**config.mk**
```make
export PLATFORM = sky130hd
export DESIGN_NAME = smtg_div
export DESIGN_NICKNAME = d
export VERILOG_FILES = /design/src/rtl/smtg_pkg.sv /design/src/rtl/smtg_div.sv
export SDC_FILE = /design/constraint.sdc
export NUM_CORES = 2
export LEC_CHECK = 0
export BUFFER_PORTS_ARGS = -buffer_cell sky130_fd_sc_hd__buf_2
export CAP_MARGIN = 20
export CORE_ASPECT_RATIO = 1.25
export CORE_MARGIN = 4
export CORE_UTILIZATION = 52
export DETAILED_ROUTE_END_ITERATION = 12
export GPL_TIMING_DRIVEN = 0
export HOLD_SLACK_MARGIN = 0.06
export PLACE_DENSITY = 0.64
export RECOVER_POWER = 100
export SLEW_MARGIN = 20
export SYNTH_ARGS = -nofsm -noshare
export SYNTH_HDL_FRONTEND = slang
export SYNTH_SLANG_ARGS = --single-unit
```
**constraint.sdc**
```tcl
create_clock -name aclk -period 5.75 [get_ports aclk]
set_input_delay 0.575 -clock aclk [delete_from_list [all_inputs] [get_ports aclk]]
set_output_delay 0.575 -clock aclk [all_outputs]
set_load 0.02 [all_outputs]
```
**src/rtl/smtg_pkg.sv**
```systemverilog
// ----------------------------------------------------------------------------
// smtg_pkg
// Types and constants shared by the sphere-map texture coordinate generator.
// ----------------------------------------------------------------------------
package smtg_pkg;

    localparam int NORM_W  = 16;
    localparam int COEF_W  = 18;
    localparam int REG_W   = 3 * COEF_W;
    localparam int PROD_W  = NORM_W + COEF_W;
    localparam int ROT_W   = PROD_W + 2;
    localparam int MAG_W   = ROT_W - 2;
    localparam int SMAG_W  = 30;
    localparam int SQ_W    = 2 * SMAG_W;
    localparam int SSUM_W  = SQ_W + 2;
    localparam int RT_W    = SSUM_W + 1;
    localparam int LEN_W   = 31;
    localparam int ISQ_N   = 32;
    localparam int Q_W     = 16;
    localparam int NUM_W   = SMAG_W + Q_W;
    localparam int DIV_N   = Q_W + 1;
    localparam int TEX_W   = 16;
    localparam int ADDR_W  = 5;
    localparam int DATA_W  = 64;
    localparam logic [TEX_W-1:0] HALF_Q16 = 16'h8000;

    typedef enum logic [1:0] {
        REG_COL_X = 2'd0,
        REG_COL_Y = 2'd1,
        REG_COL_Z = 2'd2
    } cfg_reg_t;

    typedef struct packed {
        logic signed [NORM_W-1:0] normal_x;
        logic signed [NORM_W-1:0] normal_y;
        logic signed [NORM_W-1:0] normal_z;
    } in_word_t;

    typedef struct packed {
        logic [TEX_W-1:0] tex_u;
        logic [TEX_W-1:0] tex_v;
        logic             degenerate;
    } out_word_t;

    typedef struct packed {
        logic              neg_u;
        logic              neg_v;
        logic              degen;
        logic [SMAG_W-1:0] mx;
        logic [SMAG_W-1:0] my;
    } side_t;

    typedef struct packed {
        logic [SSUM_W-1:0] sum_sq;
        side_t             side;
    } rot_word_t;

    typedef struct packed {
        logic [LEN_W-1:0] len;
        side_t            side;
    } len_word_t;

    typedef struct packed {
        logic           neg_u;
        logic           neg_v;
        logic           degen;
        logic [Q_W-1:0] q_u;
        logic [Q_W-1:0] q_v;
    } quo_word_t;

endpackage

```
**src/rtl/smtg_div.sv**
```systemverilog
// ----------------------------------------------------------------------------
// smtg_div
// Rounded ratio |c| * 2^15 / len for both lanes, restoring, bit per stage.
// ----------------------------------------------------------------------------
module smtg_div import smtg_pkg::*; (
    input  logic      aclk,
    input  logic      aresetn,
    input  logic      en,
    input  logic      in_valid,
    input  len_word_t in_data,
    output logic      out_valid,
    output quo_word_t out_data
);

    logic [NUM_W-1:0] ru_reg [DIV_N];
    logic [NUM_W-1:0] rv_reg [DIV_N];
    logic [Q_W-1:0]   qu_reg [DIV_N];
    logic [Q_W-1:0]   qv_reg [DIV_N];
    logic [LEN_W-1:0] d_reg  [DIV_N];
    logic [2:0]       f_reg  [DIV_N];
    logic [DIV_N-1:0] v_reg;
    logic [NUM_W-1:0] ru_next [DIV_N];
    logic [NUM_W-1:0] rv_next [DIV_N];
    logic [Q_W-1:0]   qu_next [DIV_N];
    logic [Q_W-1:0]   qv_next [DIV_N];

    always_comb begin
        logic [NUM_W-1:0] tr;
        logic [NUM_W-1:0] half;
        half = NUM_W'(in_data.len >> 1);
        ru_next[0] = (NUM_W'(in_data.side.mx) << (Q_W - 1)) + half;
        rv_next[0] = (NUM_W'(in_data.side.my) << (Q_W - 1)) + half;
        qu_next[0] = '0;
        qv_next[0] = '0;
        for (int k = 1; k < DIV_N; k++) begin
            tr = NUM_W'(d_reg[k-1]) << (DIV_N - 1 - k);
            ru_next[k] = ru_reg[k-1];
            rv_next[k] = rv_reg[k-1];
            qu_next[k] = qu_reg[k-1];
            qv_next[k] = qv_reg[k-1];
            if (ru_reg[k-1] >= tr) begin
                ru_next[k] = ru_reg[k-1] - tr;
                qu_next[k][DIV_N-1-k] = 1'b1;
            end
            if (rv_reg[k-1] >= tr) begin
                rv_next[k] = rv_reg[k-1] - tr;
                qv_next[k][DIV_N-1-k] = 1'b1;
            end
        end
    end

    always_ff @(posedge aclk) begin
        if (!aresetn) begin
            v_reg <= '0;
        end else if (en) begin
            v_reg <= {v_reg[DIV_N-2:0], in_valid};
        end
    end

    always_ff @(posedge aclk) begin
        if (en) begin
            for (int k = 0; k < DIV_N; k++) begin
                ru_reg[k] <= ru_next[k];
                rv_reg[k] <= rv_next[k];
                qu_reg[k] <= qu_next[k];
                qv_reg[k] <= qv_next[k];
                d_reg[k]  <= (k == 0) ? in_data.len : d_reg[(k == 0) ? 0 : k - 1];
                f_reg[k]  <= (k == 0) ?
                    {in_data.side.neg_u, in_data.side.neg_v, in_data.side.degen} :
                    f_reg[(k == 0) ? 0 : k - 1];
            end
        end
    end

    assign out_valid      = v_reg[DIV_N-1];
    assign out_data.neg_u = f_reg[DIV_N-1][2];
    assign out_data.neg_v = f_reg[DIV_N-1][1];
    assign out_data.degen = f_reg[DIV_N-1][0];
    assign out_data.q_u   = qu_reg[DIV_N-1];
    assign out_data.q_v   = qv_reg[DIV_N-1];

endmodule

```
[After elaboration in Yosys (flattened, before gate mapping)]
Memories as Yosys holds them, arrays and structs flattened.
Index checks and enable logic that the tools add are counted.
Storage, ports and cells
  bits in writable memories: 2686
  memories kept: 6
  bits of input ports: 98
  output and inout port bits: 36
  logic and storage cells: 139
  register bits after elaboration: 17
Memories
  ru_reg: words 17, bits a word 46, rd ports 16, clocked after Yosys merged registers in 0, wr ports 17, RTL line smtg_div.sv:15  | logic [NUM_W-1:0] ru_reg [DIV_N];
  rv_reg: words 17, bits a word 46, rd ports 16, clocked after Yosys merged registers in 0, wr ports 17, RTL line smtg_div.sv:16  | logic [NUM_W-1:0] rv_reg [DIV_N];
  d_reg: words 17, bits a word 31, rd ports 16, clocked after Yosys merged registers in 0, wr ports 17, RTL line smtg_div.sv:19  | logic [LEN_W-1:0] d_reg [DIV_N];
  qu_reg: words 17, bits a word 16, rd ports 17, clocked after Yosys merged registers in 0, wr ports 17, RTL line smtg_div.sv:17  | logic [Q_W-1:0] qu_reg [DIV_N];
  qv_reg: words 17, bits a word 16, rd ports 17, clocked after Yosys merged registers in 0, wr ports 17, RTL line smtg_div.sv:18  | logic [Q_W-1:0] qv_reg [DIV_N];
  f_reg: words 17, bits a word 3, rd ports 17, clocked after Yosys merged registers in 0, wr ports 17, RTL line smtg_div.sv:20  | logic [2:0] f_reg [DIV_N];
Cells by class
  $lt $le $gt $ge: 32
  add/sub/neg operators: 34
  mux-type cells: 66
Operator list (number)
  2-to-1 mux 46 bit: 32
  adder 45 x 30 -> 46 bit: 2
  >= comparator 46 x 31 -> 1 bit: 2
  >= comparator 46 x 32 -> 1 bit: 2
  >= comparator 46 x 33 -> 1 bit: 2
  >= comparator 46 x 34 -> 1 bit: 2
  >= comparator 46 x 35 -> 1 bit: 2
  >= comparator 46 x 36 -> 1 bit: 2
  >= comparator 46 x 37 -> 1 bit: 2
  >= comparator 46 x 38 -> 1 bit: 2
  >= comparator 46 x 39 -> 1 bit: 2
  >= comparator 46 x 40 -> 1 bit: 2
  >= comparator 46 x 41 -> 1 bit: 2
  >= comparator 46 x 42 -> 1 bit: 2
  >= comparator 46 x 43 -> 1 bit: 2
  >= comparator 46 x 44 -> 1 bit: 2
  >= comparator 46 x 45 -> 1 bit: 2
  >= comparator 46 bit: 2
  subtractor 46 x 31 -> 46 bit: 2
  subtractor 46 x 32 -> 46 bit: 2
  subtractor 46 x 33 -> 46 bit: 2
  subtractor 46 x 34 -> 46 bit: 2
  subtractor 46 x 35 -> 46 bit: 2
  subtractor 46 x 36 -> 46 bit: 2
  other kinds (11): 54

[Longest topological paths before layout]
An unclocked memory read counts as a cell.
  word-level depth: 3
  gate-level depth with buffers: 17
  depth with buffers taken out: 15

[Worst setup path after synthesis]
No wires, ideal clock.
  kind: reg2reg
  start: memory d_reg[11][5] (netlist: d_reg[0][346])
  end: memory rv_reg[0][588] (netlist bit), data pin
  required time: 5.490 ns
  stages on the path, launching flop included: 15
  data arrival time: 3.563 ns
  clock period less this slack: 3.823 ns
  library setup time: 0.260 ns
  path slack: 1.927 ns
  path buffers: 1
  cell sequence: edfxtp_1 > inv_1 > ha_1 > inv_1 > fa_1 > a21o_1 > a221o_1 > a2111oi_1 > o21ai_1 > o211a_1 > o221a_2 > a311oi_1 > buf_2 > nor2_1 > mux2_2
RTL lines (RTL line)
  from (decl): smtg_div.sv:19
  to (decl): smtg_div.sv:16

==> results.py <==
metrics = {
    "clocking": {
        "clockRootBuffer": "clkbuf_16",
        "cts.path.max_buffers": 4,
        "numCtsBuffers": 216,
        "htreeDepth": 4,
        "clk_latency_ns": 0.91,
        "clock_sinks": 2038,
        "cts_tree": "yes",
        "path_clk_slew_ns": 0.06,
        "post_cts_buffers": 0,
    },
    "critical_path": {
        "crit_type": "reg -> reg",
        "crit_arrival_ns": 6.21,
        "crit_top_cell": "inv_1",
        "critPathSlowestCell": "a2111oi_0",
        "setup.worst_path.end_class": "register",
        "crit_path_cell_trace": "inv_1 -> ha_1 -> inv_1 -> fa_1 -> a21o_1 -> a21oi_1 -> o21a_1 -> o211ai_1 -> a2111oi_0 -> o31ai_1 -> a311oi_4 -> clkbuf_1 -> nand2_1 -> o21ai_0",
        "crit_path_max_incr_delay_ns": 0.89,
        "required_ns": 6.38,
        "crit_fanout": 10,
        "start_kind": "register",
    },
    "sta": {
        "maxSlewHeadroom_pct": -144,
        "finalMaxSlewViolations": 831,
        "fin_skew_ns": 0.0708,
        "min_period_over_period_pct": 97.1,
        "rsz0062_at_grt": "false",
        "finalCriticalPeriod_ns": 5.58,
        "fmax_mhz": 179,
        "hold_violations": 0,
        "worstMarginPinSlew_ns": 3.67,
        "setup-tns-final_ns": 0,
        "setup_viol": 0,
    },
    "synthesis": {
        "syn_inst": 12189,
        "yosys_most_used_dff": "edfxtp_1",
        "synthTopCellsByCount": "edfxtp_1 (2021), nand2_1 (1114), a21oi_1 (1016), o21ai_0 (1012), ha_1 (1007)",
        "syn-num-nets": 13326,
        "synth_top_cell_area_share_pct": 47.6,
        "async_reset_ff_share_pct": 0,
        "syn_area_um2": 128000,
        "ys_warn_count": 0,
        "ys_seq_elements": 2038,
        "seq_area_frac_synth_pct": 47.8,
        "synth_edf_count": 2021,
        "synth_top_area_cell": "edfxtp_1",
        "syn_avg_cell_area_um2": 10.5,
        "synth.distinct_cells": 92,
        "post-synth-top-count-cell": "edfxtp_1",
        "synth_area_leaders": "edfxtp_1 (48%), ha_1 (9.9%), a21oi_1 (4.0%)",
    },
    "detailed_routing": {
        "wl_per_cell_um": 25.3,
        "routed_wl_um": 406000,
        "drc_errors": 0,
        "via_per_inst": 6.17,
        "drt_iter0_markers": 9679,
        "num_vias": 99193,
        "dr.pass1.iters": 7,
        "postRouteAntennaNets": 0,
    },
    "floorplanning": {
        "die_y_um": 562,
        "core-area_um2": 244000,
        "io_pins": 134,
        "die_w_um": 451,
        "start_util_pct": 52.2,
        "dieArea_um2": 253000,
        "row_count": 203,
    },
    "power": {
        "p_leak_nw": 55.2,
        "ir_drop_mv": 0.346,
        "pwr_density_cell_nw_per_um2": 537,
    },
    "status": {
        "violations": "max-capacitance violations, max-slew violations",
        "run_status": "complete, but fails checks",
    },
    "global_routing": {
        "antenna_found_initial": 14,
        "grt_pass1_wl_um": 595000,
        "first_global_vias": 95222,
        "overflow": 0,
        "grt_max_degree": 156,
        "grt_util_all_layers_pct": 30.9,
    },
    "layout": {
        "area_delta_synth_final_pct": 9.85,
        "final_cells": 16084,
        "fillers": 21069,
        "drive_gt1_share_pct": 4.70,
        "seq_area_um2": 61000,
        "multi_input_area_um2": 62600,
        "nets": 13759,
    },
    "placed_design": {
        "dpl.hpwl_um": 325000,
        "gp_congestion": 1.00,
        "portBuffers": 133,
        "place_inst": 15616,
    },
    "flow_run": {
        "max-cap-violations": 6,
    },
    "worst_hold_path": {
        "hp-class": "in -> reg",
    },
}
==> routing by layer <==
layer  up-vias  part of all wire (%)  routed length, um  GRT usage [%]
li1      46298                     -                  -              -
met1     48282                    41             167000           40.2
met2      3748                    48             196000           52.7
met3       861                   6.2              25300           3.95
met4         4                   4.5              18200           11.9
met5         -                0.0071                 29              0
==> layout by cell type (no fill, tap or decap), types with 38 or more instances in the layout <==
| master | count |
|---|---|
| o21bai_1 | 136 |
| ha_1 | 1007 |
| nor3_1 | 192 |
| inv_1 | 748 |
| mux2_2 | 73 |
| a21oi_1 | 1016 |
| a211oi_1 | 102 |
| edfxtp_1 | 2021 |
| clkbuf_16 | 218 |
| buf_2 | 92 |
| dlygate4sd3_1 | 69 |
| nor2_1 | 659 |
| or2_2 | 48 |
| nand3_1 | 212 |
| nand2_1 | 1114 |
| clkbuf_1 | 364 |
| nor4_1 | 93 |
| o21a_1 | 105 |
| and2_1 | 48 |
| xnor2_1 | 578 |
| mux2_1 | 100 |
| xor2_1 | 460 |
| nor2b_1 | 157 |
| a21o_1 | 598 |
| nand4_1 | 171 |
| clkinv_1 | 38 |
| nand2b_1 | 148 |
| or4_1 | 40 |
| o211ai_1 | 43 |
| a31oi_1 | 107 |
| or3_1 | 79 |
| and3_1 | 106 |
| o31ai_1 | 84 |
| o21ai_0 | 1022 |
==> where the power goes <==
group / leakage, nW / total (W) / internal [W] / switching [W]
Combinational: 32.2 / 0.0348 / 0.0137 / 0.0211
Clock: 3.36 / 0.0140 / 0.00800 / 0.00602
Sequential: 19.7 / 0.0265 / 0.0227 / 0.00380
Total: 55.2 / 0.0753 / 0.0444 / 0.0309
==> critical path: cells and delay by family, from the launching register on <==
family | cells | cell delay, ns
flops | 1 | 0.49
compound gates | 8 | 3.06
buf+inv | 3 | 0.99
fa+ha+maj | 2 | 0.67
simple gates | 1 | 0.10
==> per-stage QoR <==
stage	utilization (%)	hold WS [ns]	setup slack [ns]	total power, W	area, um2
CTS	57.5	0.0707	0.0267	0.0751	140000
detailed placement	54.3	0.405	0.0532	0.0607	133000
finish	57.4	0.104	0.166	0.0753	140000
floorplan	-	0.400	1.93	0.0493	128000
global placement	54.2	0.401	-27.09	0.0612	132000
global route	57.4	0.0823	0.00210	0.0796	140000
==> path summary, 6_finish.rpt <==
| check | startpoint | end | slack (ns) | cells past startpoint |
|---|---|---|---|---|
| worst max register to register | d_reg[0][46] | rv_reg[0][135] | 0.17 | 14 |
| worst min-delay path | en | ru_reg[0][17] | 0.10 | 1 |
| worst min register to register | qu_reg[0][220] | qu_reg[0][236] | 0.36 | 0 |
| worst max-delay path | d_reg[0][46] | rv_reg[0][135] | 0.17 | 14 |
==> cell families (layout without fill, tap and decap cells) <==
logic type,count (synthesis),count (layout),synth area share [%]
other cells,0,8,0
xor+xnor,1038,1038,7.12
mux,206,206,1.79
flops,2038,2038,47.8
buf+inv,1047,1654,3.13
simple gates,3197,3197,12.1
compound gates,3624,3624,17.7
fa+ha+maj,1039,1039,10.4
==> layout make-up <==
cell class / instances / area share [%]
multi-input cells: 9104 / 44.6
flip-flops and latches: 2038 / 43.5
clock buffers: 258 / 4.02
well taps: 3280 / 2.93
inverters: 748 / 2.00
repair buffers: 216 / 1.08
clock inverters: 134 / 0.971
plain buffers: 298 / 0.816
diodes: 8 / 0.0143
==> what timing repair did <==
action                                  CTS  global route
resized for setup                         0             6
hold endpoints to repair                 77             0
endpoints found under the setup margin    0            27
hold buffers                             69             0
Power figures use the tool's default switching activity.
